**src/hw/rtl/dfap_pkg.sv**
```systemverilog
// Package with shared constants and the pipeline word type for the decimal packer.
package dfap_pkg;

  // Format defaults and fixed field widths.
  localparam int ExpBitsDef     = 5;
  localparam int AmountMantDef  = 35;
  localparam int FeeMantDef     = 11;
  localparam int AmountWidth    = 64;
  localparam int PackedWidth    = 40;
  localparam int MaxSteps       = 20;
  localparam int StepCntWidth   = 5;

  // Format selector codes.
  localparam logic CmdAmount = 1'b0;
  localparam logic CmdFee    = 1'b1;

  // Result codes.
  localparam logic ErrNone = 1'b0;
  localparam logic ErrLoss = 1'b1;

  // One word as it travels down the divide pipeline.
  typedef struct packed {
    logic                    valid;
    logic                    fee;
    logic [AmountWidth-1:0]  v;
    logic [StepCntWidth-1:0] e;
    logic                    done;
    logic                    err;
  } dfap_item_t;

endpackage

```
**src/hw/rtl/dfap_div10_stage.sv**
```systemverilog
// One divide-by-ten step of the packer, split over two register stages.
module dfap_div10_stage
  import dfap_pkg::*;
#(
  parameter int AMOUNT_MANTISSA_BITS = AmountMantDef,
  parameter int FEE_MANTISSA_BITS    = FeeMantDef
) (
  input  logic       clk,
  input  logic       rst,
  input  logic       en,
  input  dfap_item_t din,
  output dfap_item_t dout
);

  localparam logic [AmountWidth-1:0] AmtLimit = AmountWidth'(1) << AMOUNT_MANTISSA_BITS;
  localparam logic [AmountWidth-1:0] FeeLimit = AmountWidth'(1) << FEE_MANTISSA_BITS;

  dfap_item_t             mid;
  logic [AmountWidth-1:0] mid_q;
  logic [AmountWidth-1:0] qa1, qa2, qa3;
  logic [AmountWidth-1:0] qb4, qb5, qb, rb, qf;
  logic                   corr, rem_nz, below;
  dfap_item_t             dout_next;

  // First half of the reciprocal estimate of v / 10.
  always_comb begin
    qa1 = (din.v >> 1) + (din.v >> 2);
    qa2 = qa1 + (qa1 >> 4);
    qa3 = qa2 + (qa2 >> 8);
  end

  always_ff @(posedge clk) begin
    if (rst) begin
      mid.valid <= 1'b0;
    end else if (en) begin
      mid   <= din;
      mid_q <= qa3;
    end
  end

  // Finish the estimate, correct it, and take one step of the strip loop.
  always_comb begin
    qb4    = mid_q + (mid_q >> 16);
    qb5    = qb4 + (qb4 >> 32);
    qb     = qb5 >> 3;
    rb     = mid.v - ((qb << 3) + (qb << 1));
    corr   = rb > AmountWidth'(9);
    qf     = qb + AmountWidth'(corr);
    rem_nz = corr ? (rb != AmountWidth'(10)) : (rb != '0);
    below  = (mid.fee == CmdFee) ? (mid.v < FeeLimit) : (mid.v < AmtLimit);
    dout_next = mid;
    if (!mid.done && !mid.err) begin
      if (below) begin
        dout_next.done = 1'b1;
      end else if (rem_nz) begin
        dout_next.err = 1'b1;
      end else begin
        dout_next.v = qf;
        dout_next.e = mid.e + StepCntWidth'(1);
      end
    end
  end

  always_ff @(posedge clk) begin
    if (rst) begin
      dout.valid <= 1'b0;
    end else if (en) begin
      dout <= dout_next;
    end
  end

endmodule

```
**config.mk**
```make
export PLATFORM = sky130hd
export DESIGN_NAME = dfap_div10_stage
export DESIGN_NICKNAME = d
export VERILOG_FILES = /design/src/hw/rtl/dfap_pkg.sv /design/src/hw/rtl/dfap_div10_stage.sv
export SDC_FILE = /design/constraint.sdc
export NUM_CORES = 1
export LEC_CHECK = 0
export BUFFER_PORTS_ARGS = -buffer_cell sky130_fd_sc_hd__buf_2
export CELL_PAD_IN_SITES_DETAIL_PLACEMENT = 1
export CELL_PAD_IN_SITES_GLOBAL_PLACEMENT = 2
export CORE_AREA = 2 2 298 300
export CTS_CLUSTER_SIZE = 25
export DETAILED_ROUTE_END_ITERATION = 8
export DIE_AREA = 0 0 300 302
export GPL_ROUTABILITY_DRIVEN = 0
export PLACE_DENSITY = 0.82
export SLEW_MARGIN = 25
export SYNTH_ARGS = -nofsm -noshare
export SYNTH_HDL_FRONTEND = slang
export SYNTH_SLANG_ARGS = --single-unit
```
**constraint.sdc**
```tcl
create_clock -name clk -period 38.3 [get_ports clk]
set_input_delay 7.66 -clock clk [delete_from_list [all_inputs] [get_ports clk]]
set_output_delay 7.66 -clock clk [all_outputs]
set_load 0.05 [all_outputs]
```
After elaboration in Yosys (flattened, before gate mapping). Index checks and enable logic that the tools add are counted.

Input port bits: 76. Register bits: 210.

Multiplexer cells: 8. Add/sub/neg operators: 9. Bitwise operators: 1. Order comparisons: 3. Reductions and logical operators: 5. Equality and inequality tests: 1.

Operator list (number): $mux W69 (2); $mux W71 (1); $add A63 B62 Y64 (1); $add A64 B32 Y64 (1); $add A64 B48 Y64 (1); $add A64 B56 Y64 (1); $add A64 B60 Y64 (1); $add A64 B62 Y64 (1); $gt A64 B4 Y1 const B (1); $lt A64 B12 Y1 const B (1); $lt A64 B36 Y1 const B (1); $ne A64 B4 Y1 const B (1); $reduce_bool A64 Y1 (1); $sub A64 B64 Y64 (1); $add A61 B1 Y62 (1); $add A5 B1 Y5 const B (1); $mux W1 (5); $logic_not A1 Y1 (2); $reduce_and A2 Y1 (1); $logic_and A1 B1 Y1 (1); $not A1 Y1 (1).

Depth between registers and ports, before layout. Gate-level depths: netlist of the first run.

Depth after elaboration: 9. Gate-level depth with buffers: 56.

Worst setup path before layout of the first run. Ideal clock, no wire load.

Kind: input-to-reg. Start: input port rst. End: register dout[0] (netlist bit) (enable). Data required time: 37.492 ns. Slack: 20.627 ns. Data arrival time: 16.865 ns. Stages: 1. Cell sequence: nor2b_1.

Cells in the longest elaborated chain, start to end: 2.

Ends and longest elaborated chain: from (decl) (RTL line dfap_div10_stage.sv:9) `input logic rst,`; $not A1 Y1 (no line); $reduce_and A2 Y1 (no line); to (signal assigned) (RTL line dfap_div10_stage.sv:68) `dout <= dout_next;`; to (decl) (RTL line dfap_div10_stage.sv:12) `output dfap_item_t dout`.

No other way between the ends. A chain may end at the register's enable or synchronous reset.

Worst setup path after layout of the first run.
Start: input port din[10] (netlist bit). End: register mid_q[58], data pin.

Cells in the longest elaborated chain, start to end: 3.

Ends and longest elaborated chain: from (decl) (RTL line dfap_div10_stage.sv:11) `input dfap_item_t din,`; $add A63 B62 Y64 (RTL line dfap_div10_stage.sv:27) `qa1 = (din.v >> 1) + (din.v >> 2);`; $add A64 B60 Y64 (RTL line dfap_div10_stage.sv:28) `qa2 = qa1 + (qa1 >> 4);`; $add A64 B56 Y64 (RTL line dfap_div10_stage.sv:29) `qa3 = qa2 + (qa2 >> 8);`; named net qa3[58] (RTL line dfap_div10_stage.sv:20) `logic [AmountWidth-1:0] qa1, qa2, qa3;`; to (signal assigned) (RTL line dfap_div10_stage.sv:37) `mid_q <= qa3;`; to (decl) (RTL line dfap_div10_stage.sv:19) `logic [AmountWidth-1:0] mid_q;`.

The timed path passes the listed nets, and every way through them passes these cells.

==> results of run 1 <==
cell usage in the layout (no fill, tap or decap), drive strengths merged, types with 41 or more instances in the layout:
master	netlist	layout
a211oi	42	42
a21o	200	200
a21oi	375	375
and2	41	41
and3	46	46
buf	27	167
edfxtp	208	208
fa	45	45
ha	345	345
inv	135	143
nand2	277	277
nand2b	50	50
nand3	89	89
nand4	85	85
nor2	281	281
nor3	101	101
nor4	52	52
o21a	64	64
o21ai	197	197
o21bai	59	59
xnor2	249	249
xor2	124	124
metrics by stage:
stage                     worst slack, ps  utilization [%]  area, µm²
after CTS                           21390             37.9      33200
after detailed placement            20820             36.8      32200
final                               21300             38.0      33300
after floorplan                     20630                -      30300
after global routing                20580             38.0      33300
after global placement              20980             36.8      32200
cells by family after synthesis:
| family | after synthesis | synth area share (%) |
|---|---|---|
| buffers and inverters | 238 | 3.09 |
| adder cells (fa/ha/maj) | 390 | 17.2 |
| AND/OR/NAND/NOR | 1184 | 19.8 |
| flip-flops | 210 | 20.8 |
| AO/OA/AOI/OAI | 1205 | 26.1 |
| multiplexers | 58 | 2.11 |
| XOR/XNOR | 373 | 10.9 |
worst max-delay path: cells and delay by family:
kind / cells / cell delay, ps
buffers and inverters: 1 / 130
and+or+nand+nor: 10 / 1330
xor gates and xnor gates: 3 / 850
adders and majority gates: 3 / 1140
AOI/OAI and AO/OA: 24 / 6230
path summary, 6_finish.rpt:
path	to	cells after the start
worst max register to register	dout[53]	46
worst min register to register	dout_next[72]	2
worst min-delay path	dout_next[72]	2
worst max-delay path	mid_q[58]	41
routing by layer:
metal	vias to the layer above	global-route usage (%)	share of wire, %
li1	13900	-	-
met1	14500	36.1	46
met2	848	41.2	44
met3	153	3.76	6.7
met4	6	6.01	2.7
met5	-	0	0.036
Yosys cell counts (all sizes together), types with 45 or more instances:
library cell | number | area [µm²]
a21oi | 375 | 1890
ha | 345 | 4320
nor2 | 281 | 1060
nand2 | 277 | 1040
xnor2 | 249 | 2220
edfxtp | 208 | 6250
a21o | 200 | 1500
o21ai | 197 | 990
inv | 135 | 507
xor2 | 124 | 1090
nor3 | 101 | 510
nand3 | 89 | 458
nand4 | 85 | 532
clkbuf | 76 | 285
o21a | 64 | 480
o21bai | 59 | 443
nor4 | 52 | 332
nand2b | 50 | 313
and3 | 46 | 288
fa | 45 | 901
registers in the layout (all words and copies together) (netlist names):
name / cells
mid_q: 64
dout_next: 2
dout: 73
mid: 71
layout make-up:
type / count / area (µm²)
fillers: 10600 / 54300
multi-input cells: 3210 / 23100
flip-flops and latches: 210 / 6290
well taps: 1165 / 1460
repair buffers: 167 / 908
clock buffers: 31 / 732
inverters: 135 / 507
clock inverters: 21 / 299
==> results by group, run 1 <==
Global routing
  – Remaining global-route overflow: 0
  – Gr usage total: 25.6%
  – Largest net degree at the start of global routing: 78
  – Antenna violations before repair: 5
  – Vias in the first global route: 28700
  – Wire length of the first global-routing pass: 180 mm

Critical path
  – Max stage delay on crit path: 680 ps
  – Setup crit end kind: flip-flop
  – Worst r2r src: mid_q[16]
  – Crit-path slowest cell: o41ai_1
  – R2r setup slk: 22180 ps
  – CP most frequent cell: a21oi_1
  – Crit path from: din[10]
  – Critical Path RT: 38640 ps
  – WP data arrival: 17340 ps
  – Critical path class: in -> reg
  – Critical path peak fanout: 7
  – Worst Setup Start Kind: input pin

Die
  – Die Ht: 302 µm
  – Core footprint: 87600 µm²
  – Ports: 149
  – Die Span X: 300 µm
  – Die footprint: 90600 µm²
  – Floorplan row count: 109
  – Initial Utilization: 34.6%

STA
  – Final setup violation count: 0
  – Unrepaired setup endpoints after global routing: false
  – Highest clock rate: just under 60 MHz
  – Final clock skew: around 15 ps
  – Hold Slack: a little over 500 ps
  – Final Hold Vio Count: 0
  – Slew headroom: between 20% and 30%
  – Setup_tns: 0 ps
  – Slew @ Worst Pin: between 1000 and 1500 ps
  – Fin crit share: between 40% and 50%
  – Period minus WS final: 17000 ps
  – Final Max Tran Viols: 0

Yosys
  – Yosys reg bits: 210
  – Synth Area per Inst: 8.28 µm²
  – Ys flop type: edfxtp_1
  – Synth warn: 0
  – Synthesized Nets: just over 4000
  – Post-synth EDFFs: 208
  – Netlist cell types: 100
  – Post-Synthesis Cells: 3658
  – Synthesized area: about 30000 µm²
  – Post-synth ARST share: 0%
  – Seq/Total Area, Yosys: 20.8%

Drt
  – First-pass iteration count of the detailed router: 5
  – Vias per inst: around 6
  – Residual DRC: 0
  – Detailed-route wire length: 119 mm
  – WL/cell: 24.1 µm
  – Detail Route Antenna Nets: 0
  – Iter 0 DRT Violations: 2339
  – Via count: between 20000 and 30000

Clock network
  – Clock root cell: clkbuf_16
  – CTS resizes: 0
  – CTS buffer count: 28
  – Postcts setup bufs: 0
  – Worst skew pair latency: 610 ps
  – Cts hold-fix bufs: 0
  – CTS max path bufs: 3
  – CTS H-tree depth: 1
  – TritonCTS Sinks: 210
  – Clock transition at path regs: 60 ps
  – CTS tree: built

Hold path
  – Min-delay worst type: reg -> reg
  – Hold wc startpoint: dout_next[72]

Placement
  – Number of port buffers: around 150
  – DPL Wire Length: between 100 and 150 mm
  – Placed cells: 4885

Final layout
  – Fin nets: 4218
  – Layout area overhead: 9.90%
  – Ant. Diodes: 0
  – Fin cells: roughly 4900
  – Layout cell share with drive strength beyond 1: 8.90%

Run status
  – Status: completed

Job
  – Max Cap Viol: 0
Power of run 1 is left out: the tool's default activity adds up to more than one toggle a clock period on the data nets, which glitch-free logic cannot reach.
==> run 2, diff against run 1 <==
==> constraint.sdc (replaced) <==
create_clock -name clk -period 16 [get_ports clk]
set_input_delay 3.2 -clock clk [delete_from_list [all_inputs] [get_ports clk]]
set_output_delay 3.2 -clock clk [all_outputs]
set_load 0.05 [all_outputs]
==> results by group, run 2 (synthesized netlist as in run 1, its figures left out) <==
Clock network
  – Postcts setup bufs: 0 (unchanged)
  – CTS tree: built
  – CTS max path bufs: 3 (unchanged)
  – Clock root cell: clkbuf_16
  – CTS H-tree depth: 1 (unchanged)
  – CTS buffer count: 29 (+3.6%)
  – Worst skew pair latency: 620 ps (about the same)
  – Clock transition at path regs: 60 ps (about the same)
  – TritonCTS Sinks: 210 (unchanged)

Critical path
  – Setup crit end kind: flip-flop
  – R2R cell count: 49 (+6.5%)
  – Worst Setup Start Kind: flip-flop
  – Worst r2r src: mid_q[16]
  – Critical path peak fanout: 9 (+2)
  – R2r setup slk: 840 ps (-21340 ps)
  – WP data arrival: 15470 ps (-1870 ps)
  – R2r endpoint: dout[63]
  – Critical path class: reg -> reg
  – Crit-path slowest cell: or4_1
  – Max stage delay on crit path: 740 ps (+60 ps)
  – Critical Path RT: 16310 ps (-22330 ps)

Die
  – Initial Utilization: 34.6% (unchanged)
  – Floorplan row count: 109 (unchanged)
  – Die Ht: 302 µm (unchanged)
  – Die footprint: 90600 µm² (unchanged)
  – Ports: 149 (unchanged)
  – Die Span X: 300 µm (unchanged)
  – Core footprint: 87600 µm² (unchanged)

Drt
  – Residual DRC: 0 (unchanged)
  – Via count: 29600 (+0.36%)
  – Iter 0 DRT Violations: 2258 (-3.5%)
  – Vias per inst: 5.99 (+0.34%)
  – Detailed-route wire length: 121 mm (+1.9%)
  – Detail Route Antenna Nets: 0 (unchanged)
  – First-pass iteration count of the detailed router: 5 (unchanged)
  – WL/cell: 24.6 µm (+1.9%)

STA
  – Slew headroom: 21.7% (-5.9 points)
  – Setup_tns: 0 ps (unchanged)
  – Final setup violation count: 0 (unchanged)
  – Unrepaired setup endpoints after global routing: false
  – Final Max Tran Viols: 0 (unchanged)
  – Final Hold Vio Count: 0 (unchanged)
  – Hold Slack: 524 ps (+8.36 ps)
  – Highest clock rate: about 66 MHz
  – Final clock skew: 35.1 ps (+20.5 ps)
  – Slew @ Worst Pin: 1160 ps (+83.9 ps)
  – Fin crit share: 94.8%
  – Period minus WS final: 15160 ps

Final layout
  – Fin area: 33200 µm² (-0.18%)
  – Top flop regs: dout: 73 flops, mid: 71 flops, mid_q: 64 flops
  – Ant. Diodes: 0 (unchanged)
  – Layout Utilization: 37.9% (-0.070 points)
  – Layout cell share with drive strength beyond 1: 8.85% (-0.055 points)
  – Layout area overhead: 9.70%
  – Largest register FFs: 73 (unchanged)
  – Largest Register: dout
  – Most common cell after layout, fill and taps aside: a21oi_1
  – Most frequent cells in the layout: 372 x a21oi_1, 345 x ha_1, 277 x nor2_1
  – Fin nets: 4218 (unchanged)

Global routing
  – Antenna violations before repair: 4 (-1)
  – Remaining global-route overflow: 0 (unchanged)
  – Largest net degree at the start of global routing: 145 (+86%)
  – Vias in the first global route: 29200 (+1.8%)
  – Gr usage total: 26.1% (+0.47 points)
  – Wire length of the first global-routing pass: 183 mm (+1.9%)

Hold path
  – Min-delay worst type: reg -> reg
  – Hold path endpoint: dout_next[72]
  – Hold wc startpoint: dout_next[72]
  – Hold-critical path depth: 2 (unchanged)

Placement
  – DPL Wire Length: 102 mm (+1.5%)
  – Number of port buffers: 148 (unchanged)
  – Dpl cell area: 32200 µm² (about the same)

Job
  – Max Cap Viol: 0 (unchanged)

Run status
  – Status: completed
==> run 2: cell count changes in the layout (fill, tap and decap cells not counted), sizes merged <==
cell      delta
buf          -1
clkinv       +5
clkbuf       +1
bufinv       -2
clkinvlp     +2
inv          -4
==> run 2: what timing repair did <==
action	CTS	global route
resized for setup	0	2
hold buffers	0	0
setup endpoints to repair	0	8
==> run 2: worst max-delay path by stage <==
| stage | start | end | cells past startpoint |
|---|---|---|---|
| floorplan | rst | dout[0] | 1 |
| global placement | mid_q[16] | dout[63] | 48 |
| detailed placement | mid_q[16] | dout[63] | 48 |
| CTS | mid_q[16] | dout[63] | 48 |
| global route | mid_q[48] | dout[63] | 45 |
| finish | mid_q[16] | dout[63] | 49 |
==> run 2: critical path: cells and delay by family (launching register included) <==
family	cells	cell delay (ps)
adder cells (fa/ha/maj)	7	2390
XOR/XNOR	3	1260
AND/OR/NAND/NOR	23	7030
AO/OA/AOI/OAI	15	3680
flip-flops	1	370
buffers and inverters	1	60
==> run 2: cell type report <==
type,count,area (µm²)
multi-input combinational,3210,23100
fill,10600,54300
tap,1165,1460
timing repair buffer,166,901
inverter,135,507
sequential,210,6290
clock inverter,22,234
clock buffer,32,737
==> run 2: per-stage QoR <==
stage          cells  setup WS, ps
2_1_floorplan   3658          2790
3_3_place_gp    4886          1400
6_report        4940           836
4_1_cts         4940           989
3_5_place_dp    4886          1070
5_1_grt         4940          65.7
==> run 2: metal layers <==
metal / vias up / share of wire (%) / GRT usage (%) / routed length (µm)
li1: 14000 / - / - / -
met1: 14600 / 46 / 37.0 / 56200
met2: 926 / 45 / 41.9 / 54000
met3: 138 / 6.5 / 3.52 / 7940
met4: 4 / 2.6 / 6.35 / 3130
met5: - / 0.023 / 0 / 28
Power of run 2 is left out for the same reason.
